===== src/rtl/lcr_pkg.sv =====
`timescale 1ns / 1ps
package lcr_pkg;

	localparam int WIDE_W = 128;
	localparam int MULB_W = 48;
	localparam int VAL_W = 48;
	localparam int CAL_SAMPLES_DEF = 10;

	// 2*pi in Q32, rounded
	localparam logic [34:0] TWO_PI_Q32 = 35'd26986075409;
	localparam logic [39:0] PICO = 40'd1000000000000;

	typedef enum logic [2:0] {
		ST_OK       = 3'd0,
		ST_NO_DATA  = 3'd1,
		ST_ZERO_MAG = 3'd2,
		ST_NO_CAL   = 3'd3,
		ST_SAT      = 3'd4
	} status_t;

	localparam logic [1:0] KIND_IND = 2'd0;
	localparam logic [1:0] KIND_CAP = 2'd1;
	localparam logic MODE_CAL = 1'b0;
	localparam logic REG_CAL_RES = 1'b0;
	localparam logic REG_TEST_FREQ = 1'b1;

	typedef struct packed {
		logic              done;
		logic [WIDE_W-1:0] prod;
	} mul_res_t;

	typedef struct packed {
		logic             done;
		logic             sat;
		logic [VAL_W-1:0] quo;
	} div_res_t;

	typedef struct packed {
		logic        done;
		logic [15:0] root;
	} sqrt_res_t;

endpackage


===== src/rtl/lcr_sqrt.sv =====
`timescale 1ns / 1ps
module lcr_sqrt
	import lcr_pkg::*;
(
	input  logic        clk,
	input  logic        arst_n,
	input  logic        start,
	input  logic [31:0] radicand,
	output sqrt_res_t   res
);

	logic [31:0] v_q, res_q, bit_q;
	logic        busy_q, done_q;
	logic [31:0] trial;

	assign trial = res_q + bit_q;
	assign res.done = done_q;
	assign res.root = res_q[15:0];

	always_ff @(posedge clk or negedge arst_n) begin
		if (!arst_n) begin
			busy_q <= 1'b0;
			done_q <= 1'b0;
		end else begin
			done_q <= 1'b0;
			if (start) begin
				busy_q <= 1'b1;
			end else if (busy_q && bit_q == 32'd1) begin
				busy_q <= 1'b0;
				done_q <= 1'b1;
			end
		end
	end

	always_ff @(posedge clk) begin
		if (start) begin
			v_q   <= radicand;
			res_q <= '0;
			bit_q <= 32'h4000_0000;
		end else if (busy_q) begin
			if (v_q >= trial) begin
				v_q   <= v_q - trial;
				res_q <= (res_q >> 1) + bit_q;
			end else begin
				res_q <= res_q >> 1;
			end
			bit_q <= bit_q >> 2;
		end
	end

endmodule


===== src/rtl/lcr_mul.sv =====
`timescale 1ns / 1ps
module lcr_mul
	import lcr_pkg::*;
(
	input  logic              clk,
	input  logic              arst_n,
	input  logic              start,
	input  logic [WIDE_W-1:0] a,
	input  logic [MULB_W-1:0] b,
	output mul_res_t          res
);

	localparam int CNT_W = $clog2(MULB_W + 1);

	logic [WIDE_W-1:0] a_q, p_q;
	logic [MULB_W-1:0] b_q;
	logic [CNT_W-1:0]  cnt_q;
	logic              busy_q, done_q;

	assign res.done = done_q;
	assign res.prod = p_q;

	// shift-add, one multiplier bit per cycle
	always_ff @(posedge clk or negedge arst_n) begin
		if (!arst_n) begin
			busy_q <= 1'b0;
			done_q <= 1'b0;
			cnt_q  <= '0;
		end else begin
			done_q <= 1'b0;
			if (start) begin
				busy_q <= 1'b1;
				cnt_q  <= CNT_W'(MULB_W);
			end else if (busy_q) begin
				cnt_q <= cnt_q - 1'b1;
				if (cnt_q == CNT_W'(1)) begin
					busy_q <= 1'b0;
					done_q <= 1'b1;
				end
			end
		end
	end

	always_ff @(posedge clk) begin
		if (start) begin
			a_q <= a;
			b_q <= b;
			p_q <= '0;
		end else if (busy_q) begin
			if (b_q[0])
				p_q <= p_q + a_q;
			a_q <= a_q << 1;
			b_q <= b_q >> 1;
		end
	end

endmodule


===== src/rtl/lcr_div.sv =====
`timescale 1ns / 1ps
module lcr_div
	import lcr_pkg::*;
(
	input  logic              clk,
	input  logic              arst_n,
	input  logic              start,
	input  logic [WIDE_W-1:0] num,
	input  logic [WIDE_W-1:0] den,
	output div_res_t          res
);

	localparam int CNT_W = $clog2(WIDE_W + 1);

	logic [WIDE_W-1:0] num_q, den_q, rem_q;
	logic [VAL_W-1:0]  q_q;
	logic              ovf_q;
	logic [CNT_W-1:0]  cnt_q;
	logic              busy_q, done_q;
	logic [WIDE_W:0]   rem_sh, diff;
	logic              qbit;

	assign rem_sh = {rem_q, num_q[WIDE_W-1]};
	assign diff   = rem_sh - {1'b0, den_q};
	assign qbit   = !diff[WIDE_W];

	assign res.done = done_q;
	assign res.sat  = ovf_q;
	assign res.quo  = ovf_q ? {VAL_W{1'b1}} : q_q;

	always_ff @(posedge clk or negedge arst_n) begin
		if (!arst_n) begin
			busy_q <= 1'b0;
			done_q <= 1'b0;
			cnt_q  <= '0;
		end else begin
			done_q <= 1'b0;
			if (start) begin
				busy_q <= 1'b1;
				cnt_q  <= CNT_W'(WIDE_W);
			end else if (busy_q) begin
				cnt_q <= cnt_q - 1'b1;
				if (cnt_q == CNT_W'(1)) begin
					busy_q <= 1'b0;
					done_q <= 1'b1;
				end
			end
		end
	end

	// restoring division; any quotient bit above the kept width flags saturation
	always_ff @(posedge clk) begin
		if (start) begin
			num_q <= num;
			den_q <= den;
			rem_q <= '0;
			q_q   <= '0;
			ovf_q <= 1'b0;
		end else if (busy_q) begin
			num_q <= num_q << 1;
			rem_q <= qbit ? diff[WIDE_W-1:0] : rem_sh[WIDE_W-1:0];
			q_q   <= {q_q[VAL_W-2:0], qbit};
			ovf_q <= ovf_q | q_q[VAL_W-1];
		end
	end

endmodule


===== src/rtl/impedance_lcr_calculator.sv =====
`timescale 1ns / 1ps
// channel   dir  tdata                      tuser
// s_axis    in   real_part, imag_part       mode, data_valid, network_kind
// m_axis    out  value                      status, calibrated
// cfg       in   cfg_data (index 0 cal_resistance, 1 test_frequency)
// Steps from accept to result: an invalid, zero or uncalibrated reading takes
// two squares and the root; calibration one multiply and one divide, plus a
// second divide when the mean is formed; resistor one multiply and one divide;
// L or C three multiplies and one divide.
// One beat in flight; s_axis_tready is low until the result sits in the output
// register. Reset clears all calibration state; registers return to defaults.
module impedance_lcr_calculator
	import lcr_pkg::*;
#(
	parameter int CAL_SAMPLES = CAL_SAMPLES_DEF
) (
	input  logic        clk,
	input  logic        arst_n,
	input  logic        s_axis_tvalid,
	output logic        s_axis_tready,
	input  logic [31:0] s_axis_tdata,   // real_part, imag_part
	input  logic [3:0]  s_axis_tuser,   // mode, data_valid, network_kind[1:0]
	output logic        m_axis_tvalid,
	input  logic        m_axis_tready,
	output logic [47:0] m_axis_tdata,   // value
	output logic [3:0]  m_axis_tuser,   // status[2:0], calibrated
	input  logic        cfg_we,
	input  logic        cfg_index,
	input  logic [23:0] cfg_data
);

	typedef enum logic [3:0] {
		S_IDLE, S_SQR, S_SQI, S_SQRT, S_CHK, S_M1, S_M2, S_M3, S_DIV, S_MEAN, S_OUT
	} state_t;

	state_t            state_q;
	logic [23:0]       cal_res_q;
	logic [16:0]       freq_q;
	logic [55:0]       gain_sum_q;
	logic [3:0]        cal_count_q;
	logic [47:0]       gain_q;
	logic              gain_ready_q;
	logic              launched_q;

	logic              mode_q, valid_q;
	logic [1:0]        kind_q;
	logic signed [15:0] re_q, im_q;
	logic [31:0]       sq_q;
	logic [15:0]       mag_q;
	logic [WIDE_W-1:0] num_q, den_q;
	logic [47:0]       res_value_q;
	status_t           res_status_q;

	logic              out_valid_q, out_cal_q;
	logic [47:0]       out_value_q;
	status_t           out_status_q;

	logic              sqrt_start, mul_start, div_start;
	logic [WIDE_W-1:0] mul_a;
	logic [MULB_W-1:0] mul_b;
	sqrt_res_t         sqrt_res;
	mul_res_t          mul_res;
	div_res_t          div_res;
	logic signed [15:0] sq_op;
	logic signed [31:0] sq_prod;
	logic [23:0]       r_eff;
	logic [16:0]       f_eff;
	logic [55:0]       sum_next;
	logic [4:0]        count_next;

	assign s_axis_tready = (state_q == S_IDLE);
	assign m_axis_tvalid = out_valid_q;
	assign m_axis_tdata  = out_value_q;
	assign m_axis_tuser  = {out_cal_q, out_status_q};

	assign r_eff = (cal_res_q == '0) ? 24'd1 : cal_res_q;
	assign f_eff = (freq_q == '0) ? 17'd1 : freq_q;
	assign sq_op = (state_q == S_SQR) ? re_q : im_q;
	assign sq_prod = sq_op * sq_op;
	assign sum_next = gain_sum_q + {8'd0, div_res.quo};
	assign count_next = {1'b0, cal_count_q} + 5'd1;

	assign sqrt_start = (state_q == S_SQRT) && !launched_q;
	assign mul_start  = (state_q == S_M1 || state_q == S_M2 || state_q == S_M3) && !launched_q;
	assign div_start  = (state_q == S_DIV || state_q == S_MEAN) && !launched_q;

	always_comb begin
		mul_a = den_q;
		mul_b = MULB_W'(f_eff);
		unique case (state_q)
			S_M1: begin
				mul_a = (mode_q == MODE_CAL) ? WIDE_W'(r_eff) : WIDE_W'(gain_q);
				mul_b = MULB_W'(mag_q);
			end
			S_M2: begin
				mul_b = (kind_q == KIND_CAP) ? MULB_W'(PICO) : MULB_W'(TWO_PI_Q32);
			end
			S_M3: begin
				if (kind_q == KIND_CAP)
					mul_a = WIDE_W'(TWO_PI_Q32);
			end
			default: ;
		endcase
	end

	lcr_sqrt u_sqrt (
		.clk      (clk),
		.arst_n   (arst_n),
		.start    (sqrt_start),
		.radicand (sq_q),
		.res      (sqrt_res)
	);

	lcr_mul u_mul (
		.clk    (clk),
		.arst_n (arst_n),
		.start  (mul_start),
		.a      (mul_a),
		.b      (mul_b),
		.res    (mul_res)
	);

	lcr_div u_div (
		.clk    (clk),
		.arst_n (arst_n),
		.start  (div_start),
		.num    (num_q),
		.den    (den_q),
		.res    (div_res)
	);

	always_ff @(posedge clk or negedge arst_n) begin
		if (!arst_n) begin
			cal_res_q <= 24'd10000;
			freq_q    <= 17'd30000;
		end else if (cfg_we) begin
			unique case (cfg_index)
				REG_CAL_RES:   cal_res_q <= cfg_data;
				REG_TEST_FREQ: freq_q    <= cfg_data[16:0];
				default: ;
			endcase
		end
	end

	always_ff @(posedge clk or negedge arst_n) begin
		if (!arst_n) begin
			state_q      <= S_IDLE;
			launched_q   <= 1'b0;
			gain_sum_q   <= '0;
			cal_count_q  <= '0;
			gain_q       <= '0;
			gain_ready_q <= 1'b0;
			out_valid_q  <= 1'b0;
			out_cal_q    <= 1'b0;
			out_status_q <= ST_OK;
			res_status_q <= ST_OK;
			mode_q       <= 1'b0;
			valid_q      <= 1'b0;
			kind_q       <= '0;
			re_q         <= '0;
			im_q         <= '0;
			sq_q         <= '0;
			mag_q        <= '0;
			num_q        <= '0;
			den_q        <= '0;
			res_value_q  <= '0;
			out_value_q  <= '0;
		end else begin
			if (out_valid_q && m_axis_tready && state_q != S_OUT)
				out_valid_q <= 1'b0;
			if (sqrt_start || mul_start || div_start)
				launched_q <= 1'b1;
			unique case (state_q)
				S_IDLE: begin
					if (s_axis_tvalid) begin
						re_q    <= s_axis_tdata[15:0];
						im_q    <= s_axis_tdata[31:16];
						mode_q  <= s_axis_tuser[0];
						valid_q <= s_axis_tuser[1];
						kind_q  <= s_axis_tuser[3:2];
						state_q <= S_SQR;
					end
				end
				S_SQR: begin
					sq_q    <= 32'(unsigned'(sq_prod));
					state_q <= S_SQI;
				end
				S_SQI: begin
					sq_q    <= sq_q + 32'(unsigned'(sq_prod));
					state_q <= S_SQRT;
				end
				S_SQRT: begin
					if (sqrt_res.done) begin
						launched_q <= 1'b0;
						mag_q      <= sqrt_res.root;
						state_q    <= S_CHK;
					end
				end
				S_CHK: begin
					res_value_q <= '0;
					if (!valid_q) begin
						res_status_q <= ST_NO_DATA;
						state_q      <= S_OUT;
					end else if (mag_q == '0) begin
						res_status_q <= ST_ZERO_MAG;
						state_q      <= S_OUT;
					end else if (mode_q != MODE_CAL && (!gain_ready_q || gain_q == '0)) begin
						res_status_q <= ST_NO_CAL;
						state_q      <= S_OUT;
					end else begin
						state_q <= S_M1;
					end
				end
				S_M1: begin
					if (mul_res.done) begin
						launched_q <= 1'b0;
						den_q      <= mul_res.prod;
						if (mode_q == MODE_CAL) begin
							num_q   <= WIDE_W'(1) << 48;
							state_q <= S_DIV;
						end else if (kind_q == KIND_IND || kind_q == KIND_CAP) begin
							state_q <= S_M2;
						end else begin
							num_q   <= WIDE_W'(1) << 56;
							state_q <= S_DIV;
						end
					end
				end
				S_M2: begin
					if (mul_res.done) begin
						launched_q <= 1'b0;
						if (kind_q == KIND_CAP)
							num_q <= mul_res.prod;
						else
							den_q <= mul_res.prod;
						state_q <= S_M3;
					end
				end
				S_M3: begin
					if (mul_res.done) begin
						launched_q <= 1'b0;
						if (kind_q == KIND_CAP) begin
							den_q <= mul_res.prod << 16;
						end else begin
							den_q <= mul_res.prod;
							num_q <= {8'd0, PICO, 80'd0};
						end
						state_q <= S_DIV;
					end
				end
				S_DIV: begin
					if (div_res.done) begin
						launched_q   <= 1'b0;
						res_status_q <= div_res.sat ? ST_SAT : ST_OK;
						if (mode_q == MODE_CAL) begin
							if (count_next >= 5'(CAL_SAMPLES)) begin
								num_q       <= WIDE_W'(sum_next);
								den_q       <= WIDE_W'(CAL_SAMPLES);
								gain_sum_q  <= '0;
								cal_count_q <= '0;
								state_q     <= S_MEAN;
							end else begin
								gain_sum_q  <= sum_next;
								cal_count_q <= count_next[3:0];
								state_q     <= S_OUT;
							end
						end else begin
							res_value_q <= div_res.quo;
							state_q     <= S_OUT;
						end
					end
				end
				S_MEAN: begin
					if (div_res.done) begin
						launched_q   <= 1'b0;
						gain_q       <= div_res.quo;
						gain_ready_q <= 1'b1;
						state_q      <= S_OUT;
					end
				end
				S_OUT: begin
					if (!out_valid_q || m_axis_tready) begin
						out_valid_q  <= 1'b1;
						out_value_q  <= res_value_q;
						out_status_q <= res_status_q;
						out_cal_q    <= gain_ready_q;
						state_q      <= S_IDLE;
					end
				end
				default: state_q <= S_IDLE;
			endcase
		end
	end

endmodule


===== config.mk =====
export PLATFORM = sky130hd
export DESIGN_NAME = impedance_lcr_calculator
export DESIGN_NICKNAME = d
export VERILOG_FILES = /design/src/rtl/lcr_pkg.sv /design/src/rtl/lcr_sqrt.sv /design/src/rtl/lcr_mul.sv /design/src/rtl/lcr_div.sv /design/src/rtl/impedance_lcr_calculator.sv
export SDC_FILE = /design/constraint.sdc
export NUM_CORES = 2
export LEC_CHECK = 0
export BUFFER_PORTS_ARGS = -buffer_cell sky130_fd_sc_hd__buf_2
export CORE_UTILIZATION = 55
export CTS_CLUSTER_SIZE = 14
export DETAILED_ROUTE_END_ITERATION = 10
export PLACE_DENSITY = 0.84
export SETUP_SLACK_MARGIN = 0.1
export SYNTH_ARGS = -nofsm -noshare
export SYNTH_HDL_FRONTEND = slang
export SYNTH_SLANG_ARGS = --single-unit

===== constraint.sdc =====
create_clock -name clk -period 9.1 [get_ports clk]
set_input_delay 1.82 -clock clk [delete_from_list [all_inputs] [get_ports clk]]
set_output_delay 1.82 -clock clk [all_outputs]
set_load 0.02 [all_outputs]

### Word level (Yosys, flattened, before mapping)

Cells that the tools add are included.

* input port bits: 66
* flip-flop bits (word level): 1436
* output and inout bits: 54
* logic and storage cells: 234

* multiply operators: 1
* bitwise operators: 3
* reduce and logical (&&, ||, !) cells: 49
* mux-type cells: 96
* eq/ne operators: 31
* $lt $le $gt $ge: 2
* add/subtract/negate cells: 10

Operators with widths (count)
* $mux 128: 24
* $pmux 128 s4: 2
* $mux 48: 6
* $pmux 128 s2: 1
* $sub 129x128->129: 1
* $add 128x128->128: 1
* $mux 32: 4
* $pmux 48 s2: 1
* $pmux 40 s2: 1
* $pmux 32 s2: 1
* $mux 4: 15
* $add 56x48->56: 1
* $mux 56: 1
* $logic_not 48->1: 1
* $pmux 4 s11: 1
* $mux 40: 1
* $add 31x31->32: 1
* $add 32x31->32: 1
* $add 32x32->32: 1
* $ge 32x32->1: 1
* $mul 16x16->32: 1
* $sub 32x32->32: 1
* $logic_not 24->1: 1
* $mux 24: 1
* other kinds (42): 122

### Logic depth before layout (Yosys ltp)

* depth after elaboration: 9
* mapped depth: 45
* mapped depth without buffers: 43

### Cells and area by module

Synthesis repeated with hierarchy kept, for this count alone.

* cell total of the unflattened synthesis: 10160
* area, all modules: 94070.2 um2

Modules (own cells, without submodules)
* impedance_lcr_calculator: sequential area each 15004.4 um2, cells an instance 4280, area each 40040.9 um2, times used 1
* lcr_div: sequential area each 11481.0 um2, cells an instance 2782, area each 26150.1 um2, times used 1
* lcr_mul: sequential area each 8047.7 um2, cells an instance 2212, area each 20523.4 um2, times used 1
* lcr_sqrt: sequential area each 1971.9 um2, cells an instance 886, area each 7355.8 um2, times used 1

### Least setup slack after synthesis

OpenSTA, ideal clock, no wires.

* path kind: register to register
* from: register state_q[3]
* to: register sq_q[31]
* path slack: -0.671 ns
* arrival time: 9.647 ns
* period minus slack after synthesis: 9.771 ns
* data required time: 8.976 ns
* library setup time: 0.124 ns
* stages on the path, launching flop included: 44
* buffers on the path: 4
* path through: dfrtp_1 clkbuf_1 nor3_1 buf_1 clkbuf_1 nand2_1 nand2_1 clkbuf_1 nand2_1 fa_1 fa_1 inv_1 ha_1 inv_1 fa_1 inv_1 fa_1 inv_1 (+8 left out) o21ai_0 nor2b_1 o21bai_1 xor2_1 ha_1 inv_1 or4_1 o32ai_1 or4_1 a31o_2 a21o_1 nand2_1 and3_1 o41ai_1 a31oi_1 and2_1 a211o_1 a211o_1

* cells in the longest elaborated chain, start to end: 5
* elaborated cells on any way between the ends: 7
* those cells by class: add/sub (1); mul (1); eq/ne (2); mux (2); reduce/logical (1)

Ends and longest elaborated chain
* from (decl): line impedance_lcr_calculator.sv:36 `state_t state_q;`
* from (signal assigned): line impedance_lcr_calculator.sv:147 `state_q <= S_IDLE;`
* from (signal assigned): line impedance_lcr_calculator.sv:181 `state_q <= S_SQR;`
* from (signal assigned): line impedance_lcr_calculator.sv:186 `state_q <= S_SQI;`
* $eq 4x1->1: line impedance_lcr_calculator.sv:78, impedance_lcr_calculator.sv:173
* $mux 16: line impedance_lcr_calculator.sv:78 `assign sq_op = (state_q == S_SQR) ? re_q : im_q;`
* $mul 16x16->32: line impedance_lcr_calculator.sv:79 `assign sq_prod = sq_op * sq_op;`
* $add 32x32->32: line impedance_lcr_calculator.sv:189 `sq_q <= sq_q + 32'(unsigned'(sq_prod));`
* $pmux 32 s2: line impedance_lcr_calculator.sv:173 `unique case (state_q)`
* to (signal assigned): line impedance_lcr_calculator.sv:185 `sq_q <= 32'(unsigned'(sq_prod));`
* to (signal assigned): line impedance_lcr_calculator.sv:189
* to (decl): line impedance_lcr_calculator.sv:48 `logic [31:0] sq_q;`

Several ways; a longest one is shown, not always the timed one.
A chain may end at the register's enable or synchronous reset.

### Worst setup path after layout

* from: register state_q[1]
* to: register sq_q[31]

Same word-level chain as after synthesis.

==> impl_metrics.ini <==
[finish]
n_antenna_cell = 0
nets = 10700
finalNonFillerCells = 12200
drive_gt1_frac = 0.0991
nFillCells = 13200
multi_input_area_um2 = 49000
regArea_um2 = 36300
syn_to_final_growth_pct = 10.7
final_cell_area_um2 = 98500

[cts]
cts_hold_buf = 0
cts_root_buffer = clkbuf_16
h-tree-depth = 4
cts-buffers-inserted = 154
cts_sinks = 1428
cts_buffer_depth = 3
clock_latency_ps = 820
tritoncts = built
clk_pin_slew_worst_paths_ps = 60

[grt]
grt_pass1_vias = 72900
grt_max_degree = 178
grt.overflow.total = 0
antenna_found_initial = 7
grt_pass1_wl_um = 416000
track_usage = 0.323

[place]
dpl_cell_area_um2 = 92200
dp_cells = 11900
io_buffers = 119
gp_congestion = 0.989
dp_hpwl_um = 193000

[yosys]
ys_seq_elements = 1428
ys_async_sr_fraction = 0.433
avgSynthCellArea_um2 = 8.96
synth_cells = 9925
yosysMostFrequentCell = nand2_1
syn_area_um2 = 89000
synth_edf_count = 456
synth_top_cells_by_count = nand2_1 (1516), nor2_1 (987), a21oi_1 (759)
ys_seq_area_frac = 0.408
yosysTopAreaCell = dfrtp_1
syn_nets = 10700
synth_cell_type_count = 100
ys_top_cells_by_area = dfrtp_1 (17%), edfxtp_1 (15%), dfxtp_1 (7.9%), ha_1 (6.9%), nand2_1 (6.4%)
ys.flop_type = dfrtp_1
yosys.area.top_type_share = 0.171
synth_warnings = 0

[hold_path]
min_path_type = register to register

[sta]
fin_ws_ps = -38.6
fmax_mhz = 109
slew_headroom = 0.137
finalClockSkew_ps = 51.9
setup-violations-final = 1
report.final.slew_viol_count = 0
finalHoldViolCount = 0
min_period_ps = 9140
setup_tns_ps = -38.6
rsz0062_at_grt = true
period_share = 1.00
worst_slew_pin_slew_ps = 1290

[critical_path]
slowest_stage = fa_1
worstSetupEndpointType = register
path_buf_inv = 12
path_class = register to register
critPathTopFamily = adder cells
worstPathRequired_ps = 9800
critPathMaxFanout = 5
max_stage_delay_ps = 600
crit_arrival_ps = 9830
cp-start-kind = register
rrSetupSlack_ps = -40

[detailed_routing]
drc = 0
ant_nets = 0
totalWireLength_um = 269000
viasPerCell = 6.21
drt_first_pass_iters = 9
drtIter0Drc = 7967
wl_per_cell_um = 22.0
vias = 75800

[job]
cap_violations = 0

[floorplanning]
ios = 120
fp.dieW_um = 404
rows = 147
start_util = 0.554
coreArea_um2 = 161000
die_h_um = 404
fp.dieArea_um2 = 163000

[outcome]
status = finished, violations left
violations = setup timing
## area by class of cell
type	count	share of cell area
inverter	655	0.0251
clock buffer	220	0.0444
sequential	1428	0.368
tap	2160	0.0274
timing repair buffer	384	0.0280
clock inverter	70	0.00923
multi-input combinational	7289	0.497
## routing by layer
metal / global-route usage / wire length [um] / vias to the layer above
met5: 0 / 72 / -
met4: 0.121 / 10200 / 12
met3: 0.0582 / 24400 / 592
met2: 0.493 / 118000 / 3658
met1: 0.457 / 116000 / 36800
li1: - / - / 34800
## state kept, by name (all words and copies together), names as in the netlist, 40 cells and up
signal        count
u_div.rem_q     128
m_axis_tdata     48
u_div.den_q     128
gain_sum_q       56
res_value_q      48
num_q           128
u_div.num_q     128
u_mul.b_q        40
den_q           128
u_div.q_q        48
gain_q           48
u_mul.a_q       128
u_mul.p_q       128
## path summary, 6_finish.rpt
path	depth (start not counted)	from	to
max in group asynchronous	3	arst_n	re_q[14]$_DFFE_PN0P_
worst max-delay path	43	state_q[1]$_DFFE_PN0P_	sq_q[31]$_DFFE_PN0P_
min in group asynchronous	1	arst_n	mag_q[12]$_DFFE_PN0P_
worst min register to register	2	num_q[122]$_DFFE_PN0P_	num_q[122]$_DFFE_PN0P_
worst min-delay path	2	num_q[122]$_DFFE_PN0P_	num_q[122]$_DFFE_PN0P_
worst max register to register	43	state_q[1]$_DFFE_PN0P_	sq_q[31]$_DFFE_PN0P_
## layout by cell type, fill, tap and decap left out, types with 245 or more instances in the layout
master | netlist | layout
ha_1 | 493 | 475
o21ai_0 | 494 | 488
dfrtp_1 | 607 | 605
edfxtp_1 | 456 | 456
inv_1 | 649 | 632
nand3_1 | 257 | 254
dfxtp_1 | 353 | 352
xnor2_1 | 273 | 265
a21oi_1 | 759 | 748
nand2_1 | 1516 | 1494
a21o_1 | 260 | 259
nor2_1 | 987 | 972
buf_4 | 4 | 245
## cells by family (layout without fill, tap and decap cells)
logic type,count (synthesis),count (layout),share of synthesized area
muxes,248,248,0.0300
adders and majority gates,734,734,0.124
DFF,1428,1428,0.408
xor gates and xnor gates,433,433,0.0426
AOI/OAI and AO/OA,2573,2573,0.186
and+or+nand+nor,3301,3301,0.158
buffers and inverters,1208,1329,0.0518
## worst min-delay path, delay by kind of cell (launching register included)
family,cells,cell delay (ps)
flops,1,340
simple gates,2,100
## what timing repair did
item	4_1_cts	5_1_grt
cloned	0	1
pin swaps	2	85
endpoints found under the setup margin	2	7
setup buffers	1	33
gates resized for setup	10	137
## through the flow
step | setup WS [ps] | util | hold WS [ps]
2_1_floorplan | 130 | - | 439
3_3_place_gp | -170 | 0.574 | 448
3_5_place_dp | -331 | 0.574 | 455
4_1_cts | -120 | 0.607 | 468
5_1_grt | -323 | 0.613 | 485
6_report | -38.6 | 0.613 | 467
Power is not shown: default switching activity piles up to over one toggle a cycle in this logic, so the estimate is an artifact.
